### src/hw/rtl/ibiaq_pkg.sv
// Package for the interbeat interval artifact qualifier.
// Holds widths, window size, register indexes, reset values and shared structs.
// No dependencies.
`default_nettype none

package ibiaq_pkg;

    // window of accepted intervals
    localparam int WINDOW    = 8;
    localparam int SLOT_W    = (WINDOW > 1) ? $clog2(WINDOW) : 1;

    // field widths
    localparam int IBI_W     = 16;
    localparam int PCT_W     = 7;
    localparam int SUM_W     = IBI_W + SLOT_W;
    localparam int PROD_W    = IBI_W + PCT_W;
    localparam int CFG_IDX_W = 2;
    localparam int CFG_DAT_W = 16;

    // percent scale for the relative band
    localparam int PCT_SCALE = 100;

    // configuration register indexes
    typedef enum logic [CFG_IDX_W-1:0] {
        CFG_ABS_MIN   = 2'd0,
        CFG_ABS_MAX   = 2'd1,
        CFG_PCT_BELOW = 2'd2,
        CFG_PCT_ABOVE = 2'd3
    } t_cfg_idx;

    // register reset values
    localparam logic [IBI_W-1:0] ABS_MIN_RST   = IBI_W'(300);
    localparam logic [IBI_W-1:0] ABS_MAX_RST   = IBI_W'(2000);
    localparam logic [PCT_W-1:0] PCT_BELOW_RST = PCT_W'(30);
    localparam logic [PCT_W-1:0] PCT_ABOVE_RST = PCT_W'(30);

    // live configuration handed to the qualifier core
    typedef struct packed {
        logic [IBI_W-1:0] abs_min_ms;
        logic [IBI_W-1:0] abs_max_ms;
        logic [PCT_W-1:0] pct_below;
        logic [PCT_W-1:0] pct_above;
    } t_cfg;

    // one result item
    typedef struct packed {
        logic             is_artifact;
        logic             used_average;
        logic [IBI_W-1:0] mean_ms;
    } t_verdict;

endpackage

`default_nettype wire

### src/hw/rtl/ibiaq_if.sv
// Valid/ready channel interfaces of the interbeat interval artifact qualifier.
// Depends on ibiaq_pkg for field widths.
`default_nettype none

// interval input channel
interface ibiaq_in_if;
    import ibiaq_pkg::*;
    logic             valid;
    logic             ready;
    logic [IBI_W-1:0] interval_ms;

    modport source (output valid, output interval_ms, input ready);
    modport sink   (input valid, input interval_ms, output ready);
endinterface

// result channel
interface ibiaq_out_if;
    import ibiaq_pkg::*;
    logic             valid;
    logic             ready;
    logic             is_artifact;
    logic             used_average;
    logic [IBI_W-1:0] mean_ms;

    modport source (output valid, output is_artifact, output used_average,
                    output mean_ms, input ready);
    modport sink   (input valid, input is_artifact, input used_average,
                    input mean_ms, output ready);
endinterface

// configuration write channel
interface ibiaq_cfg_if;
    import ibiaq_pkg::*;
    logic                 valid;
    logic                 ready;
    logic [CFG_IDX_W-1:0] index;
    logic [CFG_DAT_W-1:0] data;

    modport source (output valid, output index, output data, input ready);
    modport sink   (input valid, input index, input data, output ready);
endinterface

`default_nettype wire

### src/hw/rtl/ibiaq_core.sv
// Qualifier core: window store, running sum, ring slot and the accept decision.
// Depends on ibiaq_pkg. The verdict is combinational from the current item and state;
// state advances on i_step when the item is accepted.
`default_nettype none

module ibiaq_core (
    input  wire                            i_clk,
    input  wire                            i_rst_n,
    input  wire                            i_step,
    input  wire  [ibiaq_pkg::IBI_W-1:0]    i_ibi,
    input  wire  ibiaq_pkg::t_cfg          i_cfg,
    output ibiaq_pkg::t_verdict            o_verdict
);
    import ibiaq_pkg::*;

    // window state
    logic [IBI_W-1:0]  r_store [WINDOW];
    logic [SUM_W-1:0]  r_sum;
    logic [SLOT_W-1:0] r_slot;
    logic              r_full;

    logic [SUM_W-1:0]  n_sum;
    logic [SLOT_W-1:0] n_slot;
    logic              n_full;

    logic [IBI_W-1:0]  mean;
    logic [IBI_W-1:0]  oldest;
    logic [IBI_W-1:0]  dev;
    logic [PROD_W-1:0] dev_scaled;
    logic [PROD_W-1:0] lo_margin;
    logic [PROD_W-1:0] hi_margin;
    logic              below;
    logic              above;
    logic              artifact;
    logic              last_slot;

    assign mean      = IBI_W'(r_sum / WINDOW);
    assign oldest    = r_store[r_slot];
    assign last_slot = (r_slot == SLOT_W'(WINDOW - 1));

    // relative band without dividing: x < mean - floor(p*mean/100)
    // holds exactly when 100*(mean - x) > p*mean, and likewise above
    assign dev        = (i_ibi < mean) ? (mean - i_ibi) : (i_ibi - mean);
    assign dev_scaled = PROD_W'(dev) * PROD_W'(PCT_SCALE);
    assign lo_margin  = PROD_W'(i_cfg.pct_below) * PROD_W'(mean);
    assign hi_margin  = PROD_W'(i_cfg.pct_above) * PROD_W'(mean);
    assign below      = (i_ibi < mean) && (dev_scaled > lo_margin);
    assign above      = (i_ibi > mean) && (dev_scaled > hi_margin);

    // decision: absolute limits while filling, relative band once full
    always_comb begin
        if (r_full) begin
            artifact = below || above;
        end else begin
            artifact = (i_ibi < i_cfg.abs_min_ms) || (i_ibi > i_cfg.abs_max_ms);
        end
    end

    assign o_verdict.is_artifact  = artifact;
    assign o_verdict.used_average = r_full;
    assign o_verdict.mean_ms      = r_full ? mean : '0;

    // next window state on an accepted interval
    always_comb begin
        n_sum  = r_sum;
        n_slot = r_slot;
        n_full = r_full;
        if (i_step && !artifact) begin
            n_sum  = r_sum - (r_full ? SUM_W'(oldest) : '0) + SUM_W'(i_ibi);
            n_slot = last_slot ? '0 : r_slot + 1'b1;
            if (last_slot) begin
                n_full = 1'b1;
            end
        end
    end

    always_ff @(posedge i_clk) begin
        if (!i_rst_n) begin
            r_sum  <= '0;
            r_slot <= '0;
            r_full <= 1'b0;
        end else begin
            r_sum  <= n_sum;
            r_slot <= n_slot;
            r_full <= n_full;
        end
    end

    // window entries: written in ring order, read only once written
    always_ff @(posedge i_clk) begin
        if (i_step && !artifact) begin
            r_store[r_slot] <= i_ibi;
        end
    end

    // a full window never empties again
    a_full_sticky: assert property (@(posedge i_clk) disable iff (!i_rst_n)
        r_full |=> r_full)
        else $error("window full flag dropped");

    // a rejected interval leaves the window untouched
    a_reject_holds: assert property (@(posedge i_clk) disable iff (!i_rst_n)
        (i_step && artifact) |=> ($stable(r_sum) && $stable(r_slot)))
        else $error("rejected interval changed the window");

    // an accepted interval advances the ring by one
    a_slot_advance: assert property (@(posedge i_clk) disable iff (!i_rst_n)
        (i_step && !artifact && !last_slot) |=> (r_slot == $past(r_slot) + 1'b1))
        else $error("ring slot did not advance");

    // while filling, the mean is reported as zero
    a_fill_mean: assert property (@(posedge i_clk) disable iff (!i_rst_n)
        !r_full |-> (!o_verdict.used_average && (o_verdict.mean_ms == '0)))
        else $error("mean reported while window fills");

endmodule

`default_nettype wire

### src/hw/rtl/ibi_artifact_qualifier.sv
// Interbeat interval artifact qualifier, top level.
// Each interval is held in an input register and moves into the result register
// when that is free or drains. Throughput: one interval per cycle while the result
// side does not stall; the window sum, ring slot and decision update as an item
// moves from the input register into the result register.
// Reset (synchronous, active low): window empty, sum and slot zero, registers to defaults.
`default_nettype none

module ibi_artifact_qualifier (
    input  wire          i_clk,
    input  wire          i_rst_n,
    ibiaq_in_if.sink     i_in,
    ibiaq_out_if.source  o_out,
    ibiaq_cfg_if.sink    i_cfg
);
    import ibiaq_pkg::*;

    t_cfg             r_cfg;
    logic             r_in_valid;
    logic [IBI_W-1:0] r_in_ibi;
    logic             r_out_valid;
    t_verdict         r_out;
    t_verdict         verdict;
    logic             advance;

    // configuration registers; writes are always taken
    assign i_cfg.ready = 1'b1;

    always_ff @(posedge i_clk) begin
        if (!i_rst_n) begin
            r_cfg.abs_min_ms <= ABS_MIN_RST;
            r_cfg.abs_max_ms <= ABS_MAX_RST;
            r_cfg.pct_below  <= PCT_BELOW_RST;
            r_cfg.pct_above  <= PCT_ABOVE_RST;
        end else if (i_cfg.valid) begin
            unique case (t_cfg_idx'(i_cfg.index))
                CFG_ABS_MIN:   r_cfg.abs_min_ms <= IBI_W'(i_cfg.data);
                CFG_ABS_MAX:   r_cfg.abs_max_ms <= IBI_W'(i_cfg.data);
                CFG_PCT_BELOW: r_cfg.pct_below  <= i_cfg.data[PCT_W-1:0];
                CFG_PCT_ABOVE: r_cfg.pct_above  <= i_cfg.data[PCT_W-1:0];
                default: ;
            endcase
        end
    end

    // input register moves into the result register when that is free or drains
    assign advance    = r_in_valid && (!r_out_valid || o_out.ready);
    assign i_in.ready = !r_in_valid || advance;

    always_ff @(posedge i_clk) begin
        if (!i_rst_n) begin
            r_in_valid <= 1'b0;
        end else if (i_in.ready) begin
            r_in_valid <= i_in.valid;
        end
    end

    always_ff @(posedge i_clk) begin
        if (i_in.valid && i_in.ready) begin
            r_in_ibi <= i_in.interval_ms;
        end
    end

    ibiaq_core u_core (
        .i_clk     (i_clk),
        .i_rst_n   (i_rst_n),
        .i_step    (advance),
        .i_ibi     (r_in_ibi),
        .i_cfg     (r_cfg),
        .o_verdict (verdict)
    );

    // result register
    always_ff @(posedge i_clk) begin
        if (!i_rst_n) begin
            r_out_valid <= 1'b0;
        end else if (advance) begin
            r_out_valid <= 1'b1;
        end else if (o_out.ready) begin
            r_out_valid <= 1'b0;
        end
    end

    always_ff @(posedge i_clk) begin
        if (advance) begin
            r_out <= verdict;
        end
    end

    assign o_out.valid        = r_out_valid;
    assign o_out.is_artifact  = r_out.is_artifact;
    assign o_out.used_average = r_out.used_average;
    assign o_out.mean_ms      = r_out.mean_ms;

endmodule

`default_nettype wire

### src/flat_wrapper.sv
// flat-port wrapper written by rule: the top's interface ports become plain ports
module ibi_artifact_qualifier_flat import ibiaq_pkg::*;
  (i_clk, i_rst_n, i_in_valid, i_in_interval_ms, i_in_ready, o_out_valid, o_out_is_artifact, o_out_used_average, o_out_mean_ms, o_out_ready, i_cfg_valid, i_cfg_index, i_cfg_data, i_cfg_ready);
  ibiaq_in_if i_in_i ();
  ibiaq_out_if o_out_i ();
  ibiaq_cfg_if i_cfg_i ();
  input  wire i_clk;
  input  wire i_rst_n;
  input wire logic [$bits(i_in_i.valid)-1:0] i_in_valid;
  input wire logic [$bits(i_in_i.interval_ms)-1:0] i_in_interval_ms;
  output wire logic [$bits(i_in_i.ready)-1:0] i_in_ready;
  output wire logic [$bits(o_out_i.valid)-1:0] o_out_valid;
  output wire logic [$bits(o_out_i.is_artifact)-1:0] o_out_is_artifact;
  output wire logic [$bits(o_out_i.used_average)-1:0] o_out_used_average;
  output wire logic [$bits(o_out_i.mean_ms)-1:0] o_out_mean_ms;
  input wire logic [$bits(o_out_i.ready)-1:0] o_out_ready;
  input wire logic [$bits(i_cfg_i.valid)-1:0] i_cfg_valid;
  input wire logic [$bits(i_cfg_i.index)-1:0] i_cfg_index;
  input wire logic [$bits(i_cfg_i.data)-1:0] i_cfg_data;
  output wire logic [$bits(i_cfg_i.ready)-1:0] i_cfg_ready;
  assign i_in_i.valid = i_in_valid;
  assign i_in_i.interval_ms = i_in_interval_ms;
  assign i_in_ready = i_in_i.ready;
  assign o_out_valid = o_out_i.valid;
  assign o_out_is_artifact = o_out_i.is_artifact;
  assign o_out_used_average = o_out_i.used_average;
  assign o_out_mean_ms = o_out_i.mean_ms;
  assign o_out_i.ready = o_out_ready;
  assign i_cfg_i.valid = i_cfg_valid;
  assign i_cfg_i.index = i_cfg_index;
  assign i_cfg_i.data = i_cfg_data;
  assign i_cfg_ready = i_cfg_i.ready;
  ibi_artifact_qualifier u_core (.i_clk(i_clk), .i_rst_n(i_rst_n), .i_in(i_in_i), .o_out(o_out_i), .i_cfg(i_cfg_i));
endmodule
### config.mk
export PLATFORM = sky130hd
export DESIGN_NAME = ibi_artifact_qualifier_flat
export DESIGN_NICKNAME = d
export VERILOG_FILES = /design/src/hw/rtl/ibiaq_pkg.sv /design/src/hw/rtl/ibiaq_if.sv /design/src/hw/rtl/ibiaq_core.sv /design/src/hw/rtl/ibi_artifact_qualifier.sv /design/src/flat_wrapper.sv
export SDC_FILE = /design/constraint.sdc
export NUM_CORES = 1
export LEC_CHECK = 0
export ABC_AREA = 0
export BUFFER_PORTS_ARGS = -buffer_cell sky130_fd_sc_hd__buf_4
export CORE_UTILIZATION = 35
export CTS_CLUSTER_SIZE = 40
export DETAILED_ROUTE_END_ITERATION = 10
export PLACE_DENSITY = 0.56
export SYNTH_ARGS = -nofsm -noshare
export SYNTH_HDL_FRONTEND = slang
export SYNTH_HIERARCHICAL = 1
export SYNTH_SLANG_ARGS = --single-unit
### constraint.sdc
create_clock -name i_clk -period 13.02 [get_ports i_clk]
set_input_delay 2.604 -clock i_clk [delete_from_list [all_inputs] [get_ports i_clk]]
set_output_delay 2.604 -clock i_clk [all_outputs]
set_load 0.02 [all_outputs]
* After elaboration in Yosys (flattened, before gate mapping)
Memories as Yosys holds them, arrays and structs flattened. A register that Yosys moved wholly into a read port is not among the register bits.
Index checks and enable logic that the tools add are counted.
** Storage, ports and cells
- Input bits :: 39
- Bits in writable memories :: 128
- Output and inout bits :: 21
- Flip-flop bits (word level) :: 105
- Memories :: 1
- Word-level logic and storage cells :: 61
** Memory list
- u_core.u_core.r_store :: depth 8, width 16, rd ports 1, clocked after memory_dff 1, write ports 1, line ibiaq_core.sv:17 : logic [IBI_W-1:0] r_store [WINDOW];
** Cells by class
- Mux-type cells :: 10
- Equal/unequal tests :: 4
- Add/sub/neg operators :: 5
- Reduce and logical (&&, ||, !) cells :: 19
- Multipliers :: 3
- Magnitude comparators :: 6
** Operators by type and width (number)
- 23-bit greater-than comparator :: 2
- 7-bit by 16-bit multiplier with 23-bit output :: 2
- 16-bit greater-than comparator :: 2
- 16-bit < comparator :: 2
- 16-bit 2-to-1 mux :: 2
- 16-bit subtractor :: 2
- 16-bit by 5-bit multiplier with 21-bit output, second input constant :: 1
- 19-bit by 16-bit adder with 19-bit output :: 1
- 19-bit by 16-bit subtractor with 19-bit output :: 1
- 2-bit AND reduction :: 5
- 3-bit 2-to-1 mux :: 3
- 1-bit logical AND :: 5
- 1-bit 2-to-1 mux :: 5
- 2-bit equality test, second input constant :: 2
- 1-bit logical OR :: 4
- 3-bit by 1-bit adder with 3-bit output, second input constant :: 1
- 3-bit equality test, second input constant :: 1
- 1-bit zero test :: 3
- 2-bit by 1-bit equality test with 1-bit output, second input constant :: 1
- 2-bit zero test :: 1
- 2-bit nonzero test :: 1

* Logic depth before layout (Yosys ltp)
- Depth in word-level cells :: 11
- Depth in mapped cells :: 39
- Depth with buffers taken out :: 37

* Cells and area by module
The synthesis kept the hierarchy.
** Modules (own cells, without submodules)
- ibiaq_core :: cells an instance 1987, area each 19005.7 µm², sequential area each 4364.2 µm², times used 1
- ibi_artifact_qualifier :: cells an instance 229, area each 2966.6 µm², sequential area each 1981.9 µm², times used 1

* Worst setup path after synthesis
No wires, ideal clock.
- Path kind :: flip-flop to flip-flop
- From :: register u_core.r_in_ibi[11]
- To :: memory u_core.u_core.r_store[4][0] (enable)
- Buffers on the path :: 3
- Required time :: 12584 ps
- Path slack :: 2984 ps
- Stages on the path, launching flop included :: 37
- Setup time :: 436 ps
- Clock period less this slack :: 10036 ps
- Data arrival time :: 9600 ps
- Cells stage by stage :: edfxtp_1 inv_1 ha_1 buf_6 a221o_1 a31oi_1 o21ai_1 a31oi_4 clkbuf_1 clkbuf_1 mux2i_1 xnor2_1 ha_1 ha_1 inv_1 fa_1 inv_1 ha_1 a21oi_1 o21bai_1 a21oi_1 o21bai_1 a21oi_1 o21ai_0 o41ai_1 o2111ai_1 a21oi_1 xnor2_1 ha_1 and4_1 nand3_1 a21oi_1 o22a_1 a2111oi_1 a211o_2 nand3_4 nor4b_1
** Between the ends
- Longest elaborated chain between the ends :: 11
- Elaborated cells on any way between the ends :: 19
- Those cells by class :: add/sub (2); mul (1); order compare (6); mux (4); reduce/logical (6)
** RTL lines
- start, declared :: line ibi_artifact_qualifier.sv:20 : logic [IBI_W-1:0] r_in_ibi;
- start signal, assigned :: line ibi_artifact_qualifier.sv:60 : r_in_ibi <= i_in.interval_ms;
- 16-bit subtractor or 16-bit < comparator (tied branches) :: line ibiaq_core.sv:43, ibiaq_core.sv:47
- 16-bit 2-to-1 mux :: line ibiaq_core.sv:43 : assign dev = (i_ibi < mean) ? (mean - i_ibi) : (i_ibi - mean);
- 16-bit by 5-bit multiplier with 21-bit output :: line ibiaq_core.sv:44 : assign dev_scaled = PROD_W'(dev) * PROD_W'(PCT_SCALE);
- 23-bit greater-than comparator, on equally long branches :: line ibiaq_core.sv:47, ibiaq_core.sv:48
- 1-bit logical AND, on equally long branches :: line ibiaq_core.sv:47, ibiaq_core.sv:48
- 1-bit logical OR :: line ibiaq_core.sv:53 : artifact = below || above;
- 1-bit 2-to-1 mux (*) :: line ibiaq_core.sv:52 : if (r_full) begin
- 1-bit zero test (*) :: line ibiaq_core.sv:91 : if (i_step && !artifact) begin
- 1-bit logical AND (*) :: line ibiaq_core.sv:91
- 1-bit 2-to-1 mux (*) :: line ibiaq_core.sv:91
- 1-bit 2-to-1 mux (implied by the code) (*) :: line ibiaq_core.sv:92 : r_store[r_slot] <= i_ibi;
- end, declared :: line ibiaq_core.sv:17
Every way passes the cells marked *; elsewhere a longest branch is shown, timed or not.

* Worst setup path in the final report
- From :: register u_core.u_core.r_sum[16]
- To :: memory u_core.u_core.r_store[4][5] (enable)
** Between the ends
- Longest elaborated chain between the ends :: 11
- Elaborated cells on any way between the ends :: 18
- Those cells by class :: add/sub (2); mul (3); order compare (4); mux (4); reduce/logical (5)
** RTL lines
- start, declared :: line ibiaq_core.sv:18 : logic [SUM_W-1:0] r_sum;
- start signal, assigned :: line ibiaq_core.sv:83 : r_sum <= n_sum;
- 16-bit subtractor or 16-bit < comparator (tied branches) :: line ibiaq_core.sv:43, ibiaq_core.sv:47
- 16-bit 2-to-1 mux :: line ibiaq_core.sv:43
- 16-bit by 5-bit multiplier with 21-bit output :: line ibiaq_core.sv:44
- 23-bit greater-than comparator, on equally long branches :: line ibiaq_core.sv:47, ibiaq_core.sv:48
- 1-bit logical AND, on equally long branches :: line ibiaq_core.sv:47, ibiaq_core.sv:48
- 1-bit logical OR (*) :: line ibiaq_core.sv:53
- 1-bit 2-to-1 mux (*) :: line ibiaq_core.sv:52
- 1-bit zero test (*) :: line ibiaq_core.sv:91
- 1-bit logical AND (*) :: line ibiaq_core.sv:91
- 1-bit 2-to-1 mux (*) :: line ibiaq_core.sv:91
- 1-bit 2-to-1 mux (implied by the code) (*) :: line ibiaq_core.sv:92
Marked as above.

==> impl.org <==
** Outcome
- The flow ran to the end, and the final reports show no timing, DRC or antenna violations.

** Critical path
- Count of cells along the worst register-to-register path :: 35
- Delay of the slowest cell on the worst path :: 0.88 ns
- Worst r2r src :: u_core/u_core/r_sum[16]
- Data arrival time at the worst-slack endpoint :: 11.08 ns
- Cell with the biggest individual delay on the critical path :: dfxtp_1
- Top fanout value on the critical path :: 25
- Most common cell type on the critical path :: a21oi_1
- In this run the worst setup path begins at u_core/u_core/r_sum[16].
- Critical register-to-register path endpoint :: u_core/u_core/r_store[4][5]
- The worst setup path is launched from a flip-flop.
- The worst setup path is captured at a flip-flop.
- STA puts the critical path data required time at 13.24 ns.
- Across all register-to-register paths, the minimum setup slack is 2.16 ns.
- The critical path is of the flip-flop to flip-flop type.

** Layout
- Counting the fill cells in the layout gives 6186.
- Area taken by flip-flops and latches :: 6350 sq um
- Measured on the finished design, the core utilization comes to 0.390.
- Count of nets after finishing :: 2701
- Multi-input gate area in the final layout :: 14000 sq um
- From synthesis to final layout, the design area changed by 9.75%.
- In the final layout, the share of cells above drive strength 1 is 0.0801.

** CTS
- After clock tree synthesis, the clock-pin slew on the worst setup and hold paths is 0.06 ns.
- Clock latency on the worst-skew pair, taken at its later pin, is 0.54 ns.
- Clock net sink count :: 236
- After clock tree synthesis, the flow added hold-fix buffers numbering 0.
- TritonCTS built the clock tree.
- Number of gates given a new drive strength after cts :: 0
- The tree is rooted in a clkbuf_16.
- Post-CTS setup buffers :: 0
- Counting along the longest clock path gives a buffer depth of 3.
- In this run the number of H-tree levels came out at 1.
- Num CTS Buffers :: 25

** Drt
- Using the TritonRoute via totals, the vias-per-cell ratio works out to 5.03.
- Via count of the routed design :: 15600
- Number of iterations in the first detailed-routing pass :: 5
- In this run, the number of DRC markers left after iteration 0 of detailed routing was 999.
- In the detailed route, the total length drawn on met3 is 2.04 mm.
- In this run the remaining antenna-violating nets after routing total 0.
- Sum of routed wire length over all layers :: 56.8 mm
- Met2 wire len :: 26.2 mm
- Routed metal-1 wire length :: 26.9 mm
- WL/cell :: 18.3 um
- For this run, design rule violations remaining after detail routing come to 0.
- Max Used Layer :: met4

** Logic synthesis
- Number of distinct library cells after synthesis :: 79
- Syn_nets :: 2675
- In this run, synthesis inferred 162 flip-flops with an integrated enable.
- By instance count, the leading cell after synthesis is inv_1.
- Gate Count Post-Synth :: 2216
- Of the post-synthesis cell area, the dominant cell type holds 0.221.
- By count the netlist is led by inv_1, nand2_1, ha_1, fa_1, edfxtp_1.
- After synthesis, the share of flip-flops with an asynchronous set or reset is 0.
- Summing every instance area after synthesis gives 22000 sq um.
- After synthesis, the cell types taking the most area are edfxtp_1, fa_1, ha_1.
- After synthesis, the mean cell area works out to 9.92 sq um.
- Area leader, netlist :: edfxtp_1
- Among all flip-flop cells after synthesis, the most frequent one is edfxtp_1.
- Synth warn :: 6
- Of the synthesized area, sequential elements account for 0.289.
- Seq cells post-synth :: 236

** Timing
- Setup WS post-layout :: 2.16 ns
- The number of hold-slack violations in the final timing report was 0.
- Worst Hold Slack :: 0.457 ns
- Transition time of the tightest slew-check pin :: 1.23 ns
- Max-slew violation count :: 0
- Unrepaired setup endpoints after global routing :: false
- The routed design could run at a clock period as short as 10.86 ns.
- Rel. slew slack :: 0.171
- Worst Skew :: 0.0105 ns
- Final clock period utilization by the worst path :: 0.834
- Setup violations remaining at the end of the flow were counted as 0.
- Maximum clock rate :: 92.0 MHz
- Post-Route Setup TNS :: 0 ns

** GRT
- First-pass GRT wire length :: 90.5 mm
- Residual overflow from global routing :: 0
- Global-route total usage across every layer :: 0.181
- Largest net degree at the start of global routing :: 97
- The via count of the first global-routing pass is 16100.
- The number of antenna violations at the first check in global routing is 0.

** Place
- Buffers added on ports :: 58
- Prior to clock tree synthesis, the placed netlist has a worst setup slack of 2.29 ns.
- Routability-driven placement finished with a final weighted congestion of 0.926.
- Detailed placement ended at an HPWL of 45.0 mm.

** Hold path
- The worst hold path was traced through 2 stages.
- The worst hold path begins at u_core/r_cfg[28].
- Worst hold path type :: flip-flop to flip-flop
- The worst hold path terminates at u_core/r_cfg[28].

** Power and ir drop
- Power Density :: 183 nW/um^2
- Leak :: 10.8 nW
- Worst voltage drop across the vdd grid :: 0.212 mV
- Post-layout power :: 4.41 mW

** Floorplan
- Die Span X :: 253 um
- The initial utilization of the core area, before any placement, comes to 0.355.
- Area enclosed by the die boundary :: 63800 sq um
- IO Count :: 60
- The floorplan step set the die height to 253 um.
- The floorplan has 91 rows.
- The core region is 61800 sq um.

** Flow run
- Number of max-capacitance violations reported :: 0
## cell usage in the layout, fill, tap and decap left out, types with 7 or more instances in the layout
cell       synthesis  layout
ha_1             253     253
a21o_1            51      51
a31oi_1           11      11
xor2_1            25      25
fa_1             167     167
nor3_1            23      21
o21ai_0           42      42
nand4_1           13      13
mux2i_1           83      83
nand3_1           22      22
or3_1             12      12
a221oi_1           7       7
mux4_2            32      32
nand2_1          260     260
o2111ai_1          8       8
nand2b_1          11      11
clkbuf_16          0      25
buf_4              7      82
inv_1            350     350
and2_1           102     102
nor2b_1           39      38
a211oi_1           7       7
xnor2_1           57      57
o211ai_1          11      11
edfxtp_1         162     162
o21bai_1          19      19
nor2_1            93      93
dfxtp_1           74      73
o21a_1             9       9
a21oi_1           80      80
and3_1            10      10
## report_power, final
group,leakage (nW),switching [mW],internal [mW]
logic,8.32,1.64,1.20
registers,2.08,0.0396,0.821
clock network,0.393,0.304,0.412
total,10.8,1.98,2.43
## worst max-delay path: cells and delay by family (launching register included)
family,cells,cell delay (ns)
AOI/OAI and AO/OA,19,5.37
xor gates and xnor gates,2,0.49
adders and majority gates,4,1.60
buffers and inverters,4,0.55
DFF,1,0.88
muxes,1,0.42
and+or+nand+nor,5,1.22
## flip-flops by register name, indices dropped and copies added, names as in the netlist, 3 cells and up, named ones only
| signal | cells |
|---|---|
| u_core/o_out.mean_ms | 16 |
| u_core/r_cfg | 46 |
| u_core/r_in_ibi | 16 |
| u_core/u_core/r_slot | 3 |
| u_core/u_core/r_store | 128 |
| u_core/u_core/r_sum | 19 |
## per-layer routing
layer	vias to the layer above	global-route usage
met5	-	0
met4	0	0.0468
met3	71	0.0156
met2	330	0.301
met1	7698	0.251
li1	7485	-
## area by class of cell
type                            instances  share of cell area
Multi-Input combinational cell       1545               0.579
Inverter                              352              0.0548
Timing Repair Buffer                   82              0.0255
Clock buffer                           28              0.0264
Tap cell                              837              0.0434
Clock inverter                         17             0.00716
Antenna cell                            1            0.000104
Sequential cell                       236               0.263
## per-stage QoR
step | cell area [sq um] | std cells
final | 24100 | 3098
after global routing | 24100 | 3097
after CTS | 24100 | 3097
after detailed placement | 23300 | 3052
after global placement | 23300 | 3052
after floorplan | 22000 | 2216
## kinds of logic after synthesis
logic type | count (synthesis) | share of synthesized area
adders and majority gates | 421 | 0.297
buffers and inverters | 435 | 0.0776
and+or+nand+nor | 628 | 0.140
muxes | 120 | 0.0733
xor gates and xnor gates | 83 | 0.0339
DFF | 236 | 0.289
AOI/OAI and AO/OA | 292 | 0.0891
other | 1 | 0.000171
## worst max path at each step
stage	slack, ns	endpoint	cells past startpoint
6_report	2.16	u_core/u_core/r_store[4][5]	35
5_1_grt	1.35	u_core/u_core/r_store[4][5]	36
4_1_cts	2.22	u_core/u_core/r_store[4][5]	32
3_5_place_dp	2.29	u_core/u_core/r_store[4][14]	35
3_3_place_gp	2.58	u_core/u_core/r_store[5][14]	35
2_1_floorplan	2.98	u_core/u_core/r_store[4][0]	36
Note: power is estimated with default switching activity, not from simulation.
